**src/hdl/reply_frame_checker_macros.svh**
```systemverilog
// Assertion macros for the reply frame checker; only rfc_parser includes them.
// Each macro assumes a clock named clk and an active-low reset named rst_n in scope.
`ifndef REPLY_FRAME_CHECKER_MACROS_SVH
`define REPLY_FRAME_CHECKER_MACROS_SVH

// The condition must hold at every clock edge outside reset.
`define RFC_ASSERT(label, cond, msg) \
    label: assert property (@(posedge clk) disable iff (!rst_n) (cond)) else $error(msg);

// When the antecedent holds, the consequent must hold in the same cycle.
`define RFC_ASSERT_IMPL(label, ante, cons, msg) \
    label: assert property (@(posedge clk) disable iff (!rst_n) (ante) |-> (cons)) else $error(msg);

// When the antecedent holds, the consequent must hold in the following cycle.
`define RFC_ASSERT_NEXT(label, ante, cons, msg) \
    label: assert property (@(posedge clk) disable iff (!rst_n) (ante) |=> (cons)) else $error(msg);

`endif

```
**src/hdl/rfc_pkg.sv**
```systemverilog
// Shared types and constants for the reply frame checker.
// Used by rfc_parser, rfc_out_buffer and reply_frame_checker; no dependencies.
`timescale 1ns / 1ps

package rfc_pkg;

    localparam logic [7:0] HEADER_VALUE      = 8'hA0;
    localparam int         ERROR_FRAME_TOTAL = 6;
    // An error reply carries a length byte that makes the frame six bytes long.
    localparam logic [7:0] ERROR_LENGTH      = 8'(ERROR_FRAME_TOTAL - 2);

    typedef enum logic [1:0] {
        PH_HEADER = 2'd0,
        PH_LENGTH = 2'd1,
        PH_BODY   = 2'd2
    } phase_t;

    typedef enum logic [1:0] {
        ST_BUSY    = 2'd0,
        ST_OK      = 2'd1,
        ST_BAD_SUM = 2'd2,
        ST_ERROR   = 2'd3
    } status_t;

    typedef struct packed {
        logic [7:0] byte_out;
        logic [8:0] position;
        logic       frame_end;
        status_t    status;
        logic       header_bad;
        logic [7:0] error_code;
    } result_t;

endpackage

```
**src/hdl/rfc_parser.sv**
```systemverilog
// Frame parser: tracks header, length and body of each reply frame and checks the sum.
// Depends on rfc_pkg and reply_frame_checker_macros.svh.
`timescale 1ns / 1ps
`include "reply_frame_checker_macros.svh"

module rfc_parser
    import rfc_pkg::*;
(
    input  logic       clk,
    input  logic       rst_n,
    input  logic       accept,
    input  logic [7:0] rx_byte,
    output result_t    result
);

    phase_t     phase_reg, phase_next;
    logic [8:0] byte_index_reg, byte_index_next;
    logic [7:0] body_remaining_reg, body_remaining_next;
    logic [7:0] frame_length_reg, frame_length_next;
    logic [7:0] running_sum_reg, running_sum_next;
    logic       header_flag_reg, header_flag_next;
    logic [7:0] captured_code_reg, captured_code_next;
    logic       closing;
    logic [7:0] expected_sum;

    always_comb
    begin
        case (phase_reg)
            PH_LENGTH: phase_next = (rx_byte == 8'd0) ? PH_HEADER : PH_BODY;
            PH_BODY:   phase_next = (body_remaining_reg <= 8'd1) ? PH_HEADER : PH_BODY;
            default:   phase_next = PH_LENGTH;
        endcase
    end

    always_comb
    begin
        byte_index_next     = byte_index_reg;
        body_remaining_next = body_remaining_reg;
        frame_length_next   = frame_length_reg;
        running_sum_next    = running_sum_reg;
        header_flag_next    = header_flag_reg;
        captured_code_next  = captured_code_reg;
        closing             = 1'b0;
        case (phase_reg)
            PH_LENGTH:
            begin
                byte_index_next     = 9'd1;
                frame_length_next   = rx_byte;
                body_remaining_next = rx_byte;
                if (rx_byte == 8'd0)
                begin
                    closing = 1'b1;
                end
                else
                begin
                    running_sum_next = running_sum_reg + rx_byte;
                end
            end
            PH_BODY:
            begin
                byte_index_next = byte_index_reg + 9'd1;
                if (byte_index_next == 9'd4)
                begin
                    captured_code_next = rx_byte;
                end
                if (body_remaining_reg <= 8'd1)
                begin
                    body_remaining_next = 8'd0;
                    closing             = 1'b1;
                end
                else
                begin
                    body_remaining_next = body_remaining_reg - 8'd1;
                    running_sum_next    = running_sum_reg + rx_byte;
                end
            end
            default:
            begin
                // A mismatched header is only flagged; the byte still opens the frame.
                byte_index_next     = 9'd0;
                header_flag_next    = (rx_byte != HEADER_VALUE);
                running_sum_next    = rx_byte;
                captured_code_next  = 8'd0;
                frame_length_next   = 8'd0;
                body_remaining_next = 8'd0;
            end
        endcase
    end

    // The last byte must cancel the sum of all earlier bytes of the frame.
    assign expected_sum = 8'd0 - running_sum_reg;

    always_comb
    begin
        result.byte_out   = rx_byte;
        result.position   = byte_index_next;
        result.frame_end  = closing;
        result.header_bad = header_flag_next;
        result.error_code = 8'd0;
        result.status     = ST_BUSY;
        if (closing)
        begin
            if (frame_length_next == ERROR_LENGTH)
            begin
                result.status     = ST_ERROR;
                result.error_code = captured_code_next;
            end
            else if (rx_byte == expected_sum)
            begin
                result.status = ST_OK;
            end
            else
            begin
                result.status = ST_BAD_SUM;
            end
        end
    end

    always_ff @(posedge clk or negedge rst_n)
    begin
        if (!rst_n)
        begin
            phase_reg          <= PH_HEADER;
            byte_index_reg     <= 9'd0;
            body_remaining_reg <= 8'd0;
            frame_length_reg   <= 8'd0;
            running_sum_reg    <= 8'd0;
            header_flag_reg    <= 1'b0;
            captured_code_reg  <= 8'd0;
        end
        else if (accept)
        begin
            phase_reg          <= phase_next;
            byte_index_reg     <= byte_index_next;
            body_remaining_reg <= body_remaining_next;
            frame_length_reg   <= frame_length_next;
            running_sum_reg    <= running_sum_next;
            header_flag_reg    <= header_flag_next;
            captured_code_reg  <= captured_code_next;
        end
    end

    `RFC_ASSERT_IMPL(a_end_has_status, accept && result.frame_end, result.status != ST_BUSY, "frame end reported without a final status")
    `RFC_ASSERT_NEXT(a_end_restarts, accept && result.frame_end, phase_reg == PH_HEADER, "parser did not return to header after frame end")
    `RFC_ASSERT(a_body_has_bytes, (phase_reg != PH_BODY) || (body_remaining_reg != 8'd0), "body phase with no bytes remaining")
    `RFC_ASSERT_IMPL(a_error_position, accept && (result.status == ST_ERROR), result.position == 9'd5, "error reply closed at the wrong byte")

endmodule

```
**config.mk**
```make
export PLATFORM = sky130hd
export DESIGN_NAME = rfc_parser
export DESIGN_NICKNAME = d
export VERILOG_FILES = /design/src/hdl/rfc_pkg.sv /design/src/hdl/rfc_parser.sv
export VERILOG_INCLUDE_DIRS = /design/src /design/src/hdl
export SDC_FILE = /design/constraint.sdc
export NUM_CORES = 1
export LEC_CHECK = 0
export ABC_AREA = 1
export BUFFER_PORTS_ARGS = -buffer_cell sky130_fd_sc_hd__clkbuf_2
export CORE_ASPECT_RATIO = 0.75
export CORE_MARGIN = 2
export CORE_UTILIZATION = 50
export CTS_BUF_LIST = sky130_fd_sc_hd__clkbuf_2
export CTS_CLUSTER_SIZE = 20
export DETAILED_ROUTE_END_ITERATION = 7
export GPL_ROUTABILITY_DRIVEN = 0
export PLACE_DENSITY_LB_ADDON = 0.1
export SETUP_SLACK_MARGIN = 0.5
export SLEW_MARGIN = 20
export SYNTH_ARGS = -nofsm -noshare
export SYNTH_HDL_FRONTEND = slang
export SYNTH_SLANG_ARGS = --single-unit
```
**constraint.sdc**
```tcl
create_clock -name clk -period 5.7 [get_ports clk]
set_input_delay 1.425 -clock clk [delete_from_list [all_inputs] [get_ports clk]]
set_output_delay 1.425 -clock clk [all_outputs]
set_load 0.02 [all_outputs]
```
After elaboration in Yosys (flattened, before gate mapping)
Cells that the tools add are included.

Register bits: 44. Bits in latches: 0. Bits in writable memories: 0. Memory bits (read-only): 0. Output and inout bits: 29. Word-level logic and storage cells: 44. Memories kept: 0.

Add/sub/neg operators: 4. $mul: 0. Div/mod/pow operators: 0. $lt $le $gt $ge: 1. Equality and inequality tests: 8. Shift-type cells: 0. Muxes and demuxes: 21. Bitwise logic cells: 0. Reductions and logical operators: 3.

Operator list (count): one-hot mux 8 bit (2 select lines) (4); two-way mux 8 bit (6); one-hot mux 9 bit (2 select lines) (1); two-way mux 2 bit (5); adder 9 x 1 -> 9 bit, second input constant (1); == test 9 x 3 -> 1 bit, second input constant (1); adder 8 bit (1); == test 8 x 3 -> 1 bit, second input constant (1); == test 8 bit (1); less-or-equal comparator 8 x 1 -> 1 bit, second input constant (1); zero test 8 bit (1); != test 8 bit, second input constant (1); subtractor 1 x 8 -> 8 bit, first input constant (1); subtractor 8 x 1 -> 8 bit, second input constant (1); != test 2 bit, second input constant (2); one-hot mux 2 bit (2 select lines) (1); two-way mux 1 bit (3); AND reduction 3 bit (1); == test 2 x 1 -> 1 bit, second input constant (1); == test 2 bit, second input constant (1); one-hot mux 1 bit (2 select lines) (1); OR reduction 2 bit (1).

Depth between registers and ports, before layout
Gate-level depths: netlist of the first run.

Depth in word-level cells: 6. Depth in mapped cells: 13. Mapped depth without buffers: 13.

Worst setup path after synthesis of the first run
OpenSTA, ideal clock, no wires.

Path type: input port to output port. Start: input rx_byte[0]. End: output result[9] in the netlist's numbering. Arrival time: 2.531 ns. Data required time: 4.275 ns. Setup slack: 1.744 ns. Cell stages on the path: 6. Path through: ha_1 nor2_1 nand3_1 nor2_1 nand3_1 o21ai_0.

RTL lines: start, declared (RTL line rfc_parser.sv:12) `input logic [7:0] rx_byte,`; end, declared (RTL line rfc_parser.sv:13) `output result_t result`.

==> results_dict.tcl, run 1 <==
set metrics [dict create \
    critical_path_required_ns 4.28 \
    worstMarginPinSlew_ns 0.6925 \
    r2r-start "phase_reg[0]" \
    setup_violations 0 \
    largest_reg_flops 9 \
    wl_um 8313 \
    hold_viol_final 0 \
    instances_no_fill 585 \
    syn_inst 474 \
    finalCriticalPeriod_ns 4.308 \
    dieArea_um2 7495 \
    first_iter_violations 189 \
    critPathTopFamily "buffers and inverters" \
    antenna_found_initial 0 \
    cts_root_buf "clkbuf_2" \
    numCtsBuffers 5 \
    grt_max_degree 45 \
    setup_tns_ns 0 \
    r2r_slack_ns 3.54 \
    critical-path-max-stage-delay_ns 0.51 \
    clock.fmax_mhz 232.1 \
    worstSetupPathDepth 9 \
    avgSynthCellArea_um2 7.185 \
    cts_hold_buffers 0 \
    die_height_um 75.48 \
    cts_tree "built" \
    maxCapViolations 0 \
    ios 40 \
    crit_end "result[4]" \
    cts_htree_levels 2 \
    status "completed" \
    clk_path_buf_depth 2 \
    finalPower_w 0.001567 \
    avgRoutedWirePerCell_um 14.21 \
    grt_pass1_wl_um 13470 \
    hold_path.class "flop to flop" \
    critPathLaunch "phase_reg[1]" \
    grt_pass1_vias 2735 \
    rsz0062_at_grt "false" \
    relSlewSlack_pct 53.83 \
    drive_gt1_share_pct 17.37 \
    finalCritPeriodShare_pct 75.58 \
    nFillCells 669 \
    synth_area_um2 3406 \
    core_area_um2 6701 \
    yosysWarnings 0 \
    post-cts-setup-buffers 0 \
    r2r_cells 6 \
    synth_seq_cells 44 \
    crit_chain "inv_1, ha_1, inv_1, o22ai_1, nand3_1, nor2_1, nand3_2, a21oi_1, clkbuf_2" \
    leakage_nw 1.804 \
    powerDensity_nw_per_um2 432.1 \
    drtAntennaViolNets 0 \
    dp_hpwl_um 6200 \
    grt_use_total_pct 22.76 \
    area_growth_pct 6.503 \
    clkSlewWorstSetupHoldPaths_ns 0.21 \
    drc 0 \
    diodes 0 \
    skew_ns 0.04640 \
    path_common_cell "inv_1" \
    die_w_um 99.30 \
    clock_sinks 44 \
    hold_slack_ns 0.5376 \
    r2r_end "frame_length_reg[7]" \
    path_class "flop to primary output" \
    io_buffers 39 \
    ir_drop_uv 352.8 \
    syn-num-nets 499 \
    critPathMaxFanout 14 \
    dp.cells 577 \
    dr.pass1.iters 6 \
    slew_violations 0 \
    cp-start-kind "flop" \
    nets 525 \
    routed_via_density 5.304 \
    start_util_pct 50.82 \
    worst-path-buf-inv 3 \
    arrival_ns 2.88 \
    cts_resized 0 \
    synth.distinct_cells 34 \
    end_kind "primary output" \
    grt_overflow_total 0 \
    vias 3103 \
    yosysSeqAreaShare_pct 32.33 \
    clk-insertion-delay-late_ns 0.45 \
    crit_slowest_cell "ha_1" \
    core.rowCount 26 \
]
## kinds of logic (layout without fill, tap and decap cells)
family | Yosys count | in the layout | synth area share [%]
adder cells (fa/ha/maj) | 14 | 14 | 5.364
flip-flops | 44 | 44 | 32.33
XOR/XNOR | 17 | 17 | 4.776
AO/OA/AOI/OAI | 94 | 94 | 15.10
AND/OR/NAND/NOR | 205 | 205 | 28.91
buffers and inverters | 100 | 127 | 13.52
## cells in the mapped netlist
| cell | instances | area [um2] |
|---|---|---|
| a21oi_1 | 27 | 135.1 |
| a31o_2 | 1 | 8.760 |
| buf_1 | 1 | 3.750 |
| buf_2 | 3 | 15.01 |
| buf_4 | 11 | 82.58 |
| buf_6 | 1 | 11.26 |
| clkbuf_1 | 4 | 15.01 |
| clkbuf_8 | 3 | 41.29 |
| clkinv_1 | 1 | 3.750 |
| dfrtp_1 | 44 | 1101 |
| fa_1 | 1 | 20.02 |
| ha_1 | 13 | 162.7 |
| inv_1 | 74 | 277.8 |
| inv_2 | 1 | 3.750 |
| inv_4 | 1 | 6.260 |
| nand2_1 | 110 | 412.9 |
| nand2_2 | 15 | 93.84 |
| nand2_4 | 1 | 11.26 |
| nand3_1 | 28 | 140.1 |
| nand3_2 | 10 | 100.1 |
| nand4_1 | 7 | 43.79 |
| nor2_1 | 23 | 86.33 |
| nor2_2 | 3 | 18.77 |
| nor2_8 | 2 | 40.04 |
| nor3_1 | 3 | 15.01 |
| nor3_2 | 1 | 10.01 |
| o211ai_1 | 5 | 37.54 |
| o21ai_0 | 41 | 205.2 |
| o21bai_1 | 2 | 15.01 |
| o22ai_1 | 18 | 112.6 |
| or2_2 | 2 | 12.51 |
| xnor2_1 | 4 | 35.03 |
| xnor3_1 | 1 | 22.52 |
| xor2_1 | 12 | 105.1 |
## placed cells by master, fill, tap and decap left out, types with 12 or more instances in the layout
| cell | instances |
|---|---|
| ha_1 | 13 |
| nor2_1 | 23 |
| o21ai_0 | 41 |
| o22ai_1 | 18 |
| dfrtp_1 | 44 |
| clkbuf_2 | 44 |
| nand2_1 | 110 |
| xor2_1 | 12 |
| a21oi_1 | 27 |
| inv_1 | 74 |
| nand2_2 | 15 |
| nand3_1 | 28 |
## worst min-delay path by stage
| stage | slack (ns) | to | cells past startpoint | startpoint |
|---|---|---|---|---|
| 5_1_grt | 0.57 | captured_code_reg[5] | 2 | captured_code_reg[5] |
| 2_1_floorplan | 0.47 | running_sum_reg[7] | 2 | running_sum_reg[7] |
| 6_report | 0.54 | captured_code_reg[6] | 2 | captured_code_reg[6] |
| 3_5_place_dp | 0.49 | captured_code_reg[2] | 2 | captured_code_reg[2] |
| 3_3_place_gp | 0.49 | captured_code_reg[2] | 2 | captured_code_reg[2] |
| 4_1_cts | 0.54 | captured_code_reg[2] | 2 | captured_code_reg[2] |
## per-stage QoR
| stage | instance area, um2 | utilization, % | worst slack [ns] |
|---|---|---|---|
| final | 3627 | 54.13 | 1.392 |
| after floorplan | 3406 | - | 1.744 |
| after detailed placement | 3560 | 53.12 | 1.400 |
| after global routing | 3627 | 54.13 | 1.109 |
| after global placement | 3560 | 53.12 | 1.438 |
| after CTS | 3627 | 54.13 | 1.369 |
## power breakdown
group          total, W  leakage [nW]  switching [W]  internal (W)
Sequential     0.000463         0.584      0.0000625      0.000400
Combinational  0.000917          1.18       0.000601      0.000316
Clock          0.000188        0.0390       0.000115     0.0000731
Total           0.00157          1.80       0.000778      0.000790
## layout make-up
type	count	area (um2)	area share [%]
Clock buffer	5	25.02	0.6899
Clock inverter	3	42.54	1.173
Inverter	77	291.5	8.037
Multi-Input combinational cell	330	1844	50.85
Sequential cell	44	1101	30.36
Tap cell	84	105.1	2.898
Timing Repair Buffer	42	217.7	6.002
## per-layer routing
metal  vias up  wire (um)  track usage [%]
met5         -          0                0
met3        10        496            4.312
met2        91       3445            33.78
li1       1581          -                -
met4         0         79            4.262
met1      1421       4291            34.90
## tightest hold or removal path, stage by stage (launching register included)
cell and delay [ns]:
dfrtp_1 0.41, nand2_1 0.06, nand2_1 0.06
Power figures use the tool's default switching activity.
==> inputs of run 2 (changes only) <==
==> constraint.sdc (replaced) <==
create_clock -name clk -period 4.4 [get_ports clk]
set_input_delay 1.1 -clock clk [delete_from_list [all_inputs] [get_ports clk]]
set_output_delay 1.1 -clock clk [all_outputs]
set_load 0.02 [all_outputs]
==> run 2 against run 1 <==
  * Largest power group unchanged
  * Setup slack worse by 0.67 ns
  * Sequential cell count unchanged
  * Critical path depth is the same
  * Count of clock-buffer cells in the layout up 2
  * Critical endpoint is now result[2]
  * Worst hold slack got worse by 0.0036 ns
==> results_dict.tcl, run 2 (synthesis results as in run 1) <==
set metrics [dict create \
    status "completed" \
    r2r_slack_ns 2.21 \
    hold_end "captured_code_reg[6]" \
    cts_root_buf "clkbuf_2" \
    vias 3155 \
    dieArea_um2 7495 \
    largest_reg_flops 9 \
    critPathTopFamily "simple AND/OR/NAND/NOR gates" \
    p_sw_share_pct 50.42 \
    crit_chain "clkbuf_2, inv_1, nand4_1, nor2_1, nand2_1, nand2_1, nand3_2, a21oi_1, clkbuf_2" \
    avgRoutedWirePerCell_um 14.43 \
    end_kind "primary output" \
    wl_um 8472 \
    clkSlewWorstSetupHoldPaths_ns 0.21 \
    grt_pass1_wl_um 13910 \
    powerDensity_nw_per_um2 552.0 \
    nFillCells 682 \
    nets 527 \
    numCtsBuffers 5 \
    clockPowerShare_pct 9.0 \
    setup_violations 0 \
    ios 40 \
    post-cts-setup-buffers 0 \
    hold_viol_final 0 \
    worstSetupPathDepth 9 \
    ir_drop_uv 250.4 \
    leakage_nw 1.807 \
    hold_slack_ns 0.5340 \
    cellInternalPower_w 0.0009950 \
    grt_overflow_total 0 \
    finalCriticalPeriod_ns 3.675 \
    die_height_um 75.48 \
    r2r_end "body_remaining_reg[5]" \
    worstHoldPathCells 2 \
    critical_path_required_ns 3.30 \
    start_util_pct 50.82 \
    diodes 0 \
    skew_ns 0.03265 \
    drtAntennaViolNets 0 \
    grt_max_degree 36 \
    clk-insertion-delay-late_ns 0.42 \
    io_buffers 39 \
    combPwrFrac_pct 61.1 \
    grt_pass1_vias 2851 \
    worst-path-buf-inv 3 \
    cts_hold_buffers 0 \
    path_class "input pin to primary output" \
    dr.pass1.iters 5 \
    seqPwrFrac_pct 30.0 \
    r2r_cells 6 \
    antenna_found_initial 0 \
    worstHoldStart "captured_code_reg[6]" \
    first_iter_violations 192 \
    cts_tree "built" \
    critPathMaxFanout 10 \
    die_w_um 99.30 \
    rsz0062_at_grt "false" \
    relSlewSlack_pct 49.03 \
    layout_commonest_cell "nand2_1" \
    setup_tns_ns 0 \
    finalCritPeriodShare_pct 83.53 \
    dp_hpwl_um 6415 \
    cp-start-kind "input pin" \
    slew_violations 0 \
    r2r-start "phase_reg[0]" \
    cts_htree_levels 2 \
    clk_path_buf_depth 2 \
    grt_use_total_pct 23.52 \
    drive_gt1_share_pct 18.09 \
    clock_sinks 44 \
    layout_common_cells "nand2_1 (110), inv_1 (74), clkbuf_2 (46)" \
    maxCapViolations 0 \
    hold_path.class "flop to flop" \
    worstMarginPinSlew_ns 0.7645 \
    core_area_um2 6701 \
    drc 0 \
    core.rowCount 26 \
    area_growth_pct 6.760 \
    p_switching_w 0.001012 \
    clock.fmax_mhz 272.1 \
    critical-path-max-stage-delay_ns 0.24 \
    routed_via_density 5.375 \
    arrival_ns 2.58 \
    crit_slowest_cell "nand3_2" \
]
## run 2: metal layers
metal	vias to the layer above	global-route usage [%]	routed length [um]
met1	1449	35.23	4225
li1	1586	-	-
met2	111	34.98	3561
met3	9	4.587	585
met4	0	6.240	99
met5	-	0	0
## run 2: how the worst max path moves through the flow
stage                 start         to  slack [ns]
4_1_cts        phase_reg[1]  result[3]        0.58
2_1_floorplan    rx_byte[0]  result[9]        1.09
3_5_place_dp     rx_byte[1]  result[3]        0.72
6_report         rx_byte[1]  result[2]        0.72
5_1_grt        phase_reg[0]  result[1]        0.53
3_3_place_gp     rx_byte[6]  result[6]        0.79
## run 2: cell type report
| cell class | count | area [um2] | share of cell area (%) |
|---|---|---|---|
| Clock buffer | 7 | 35.03 | 0.9635 |
| Sequential cell | 44 | 1101 | 30.28 |
| Timing Repair Buffer | 44 | 232.7 | 6.401 |
| Tap cell | 84 | 105.1 | 2.891 |
| Inverter | 77 | 295.3 | 8.121 |
| Multi-Input combinational cell | 330 | 1863 | 51.24 |
| Clock inverter | 1 | 3.754 | 0.1032 |
## run 2: tightest hold or removal path, cell delays in order, from the launching register on
cell and delay, ns:
dfrtp_1 0.41, nand2_1 0.06, nand2_1 0.06
## run 2: timing repair
item / CTS / global route
setup endpoints to repair: 10 / 10
endpoints found under the hold margin: 0 / 0
gates resized for setup: 1 / 3
## run 2: stage by stage
step                utilization [%]  worst slack (ns)  total power, W  std cells  area (um2)
global route                  54.26            0.5315        0.002216        587        3636
CTS                           53.96            0.5781        0.001985        587        3616
finish                        54.26            0.7249        0.002007        587        3636
global placement              53.34            0.7944        0.001779        579        3575
detailed placement            53.34            0.7206        0.001800        579        3575
floorplan                         -             1.094        0.001543        474        3406
## run 2: power groups by stage
stage / clock [W] / sequential [W] / combinational, W
after floorplan: 0 / 0.000586 / 0.000958
after global placement: 0 / 0.000603 / 0.00118
after detailed placement: 0 / 0.000607 / 0.00119
after CTS: 0.000185 / 0.000598 / 0.00120
after global routing: 0.000200 / 0.000617 / 0.00140
final: 0.000180 / 0.000601 / 0.00123
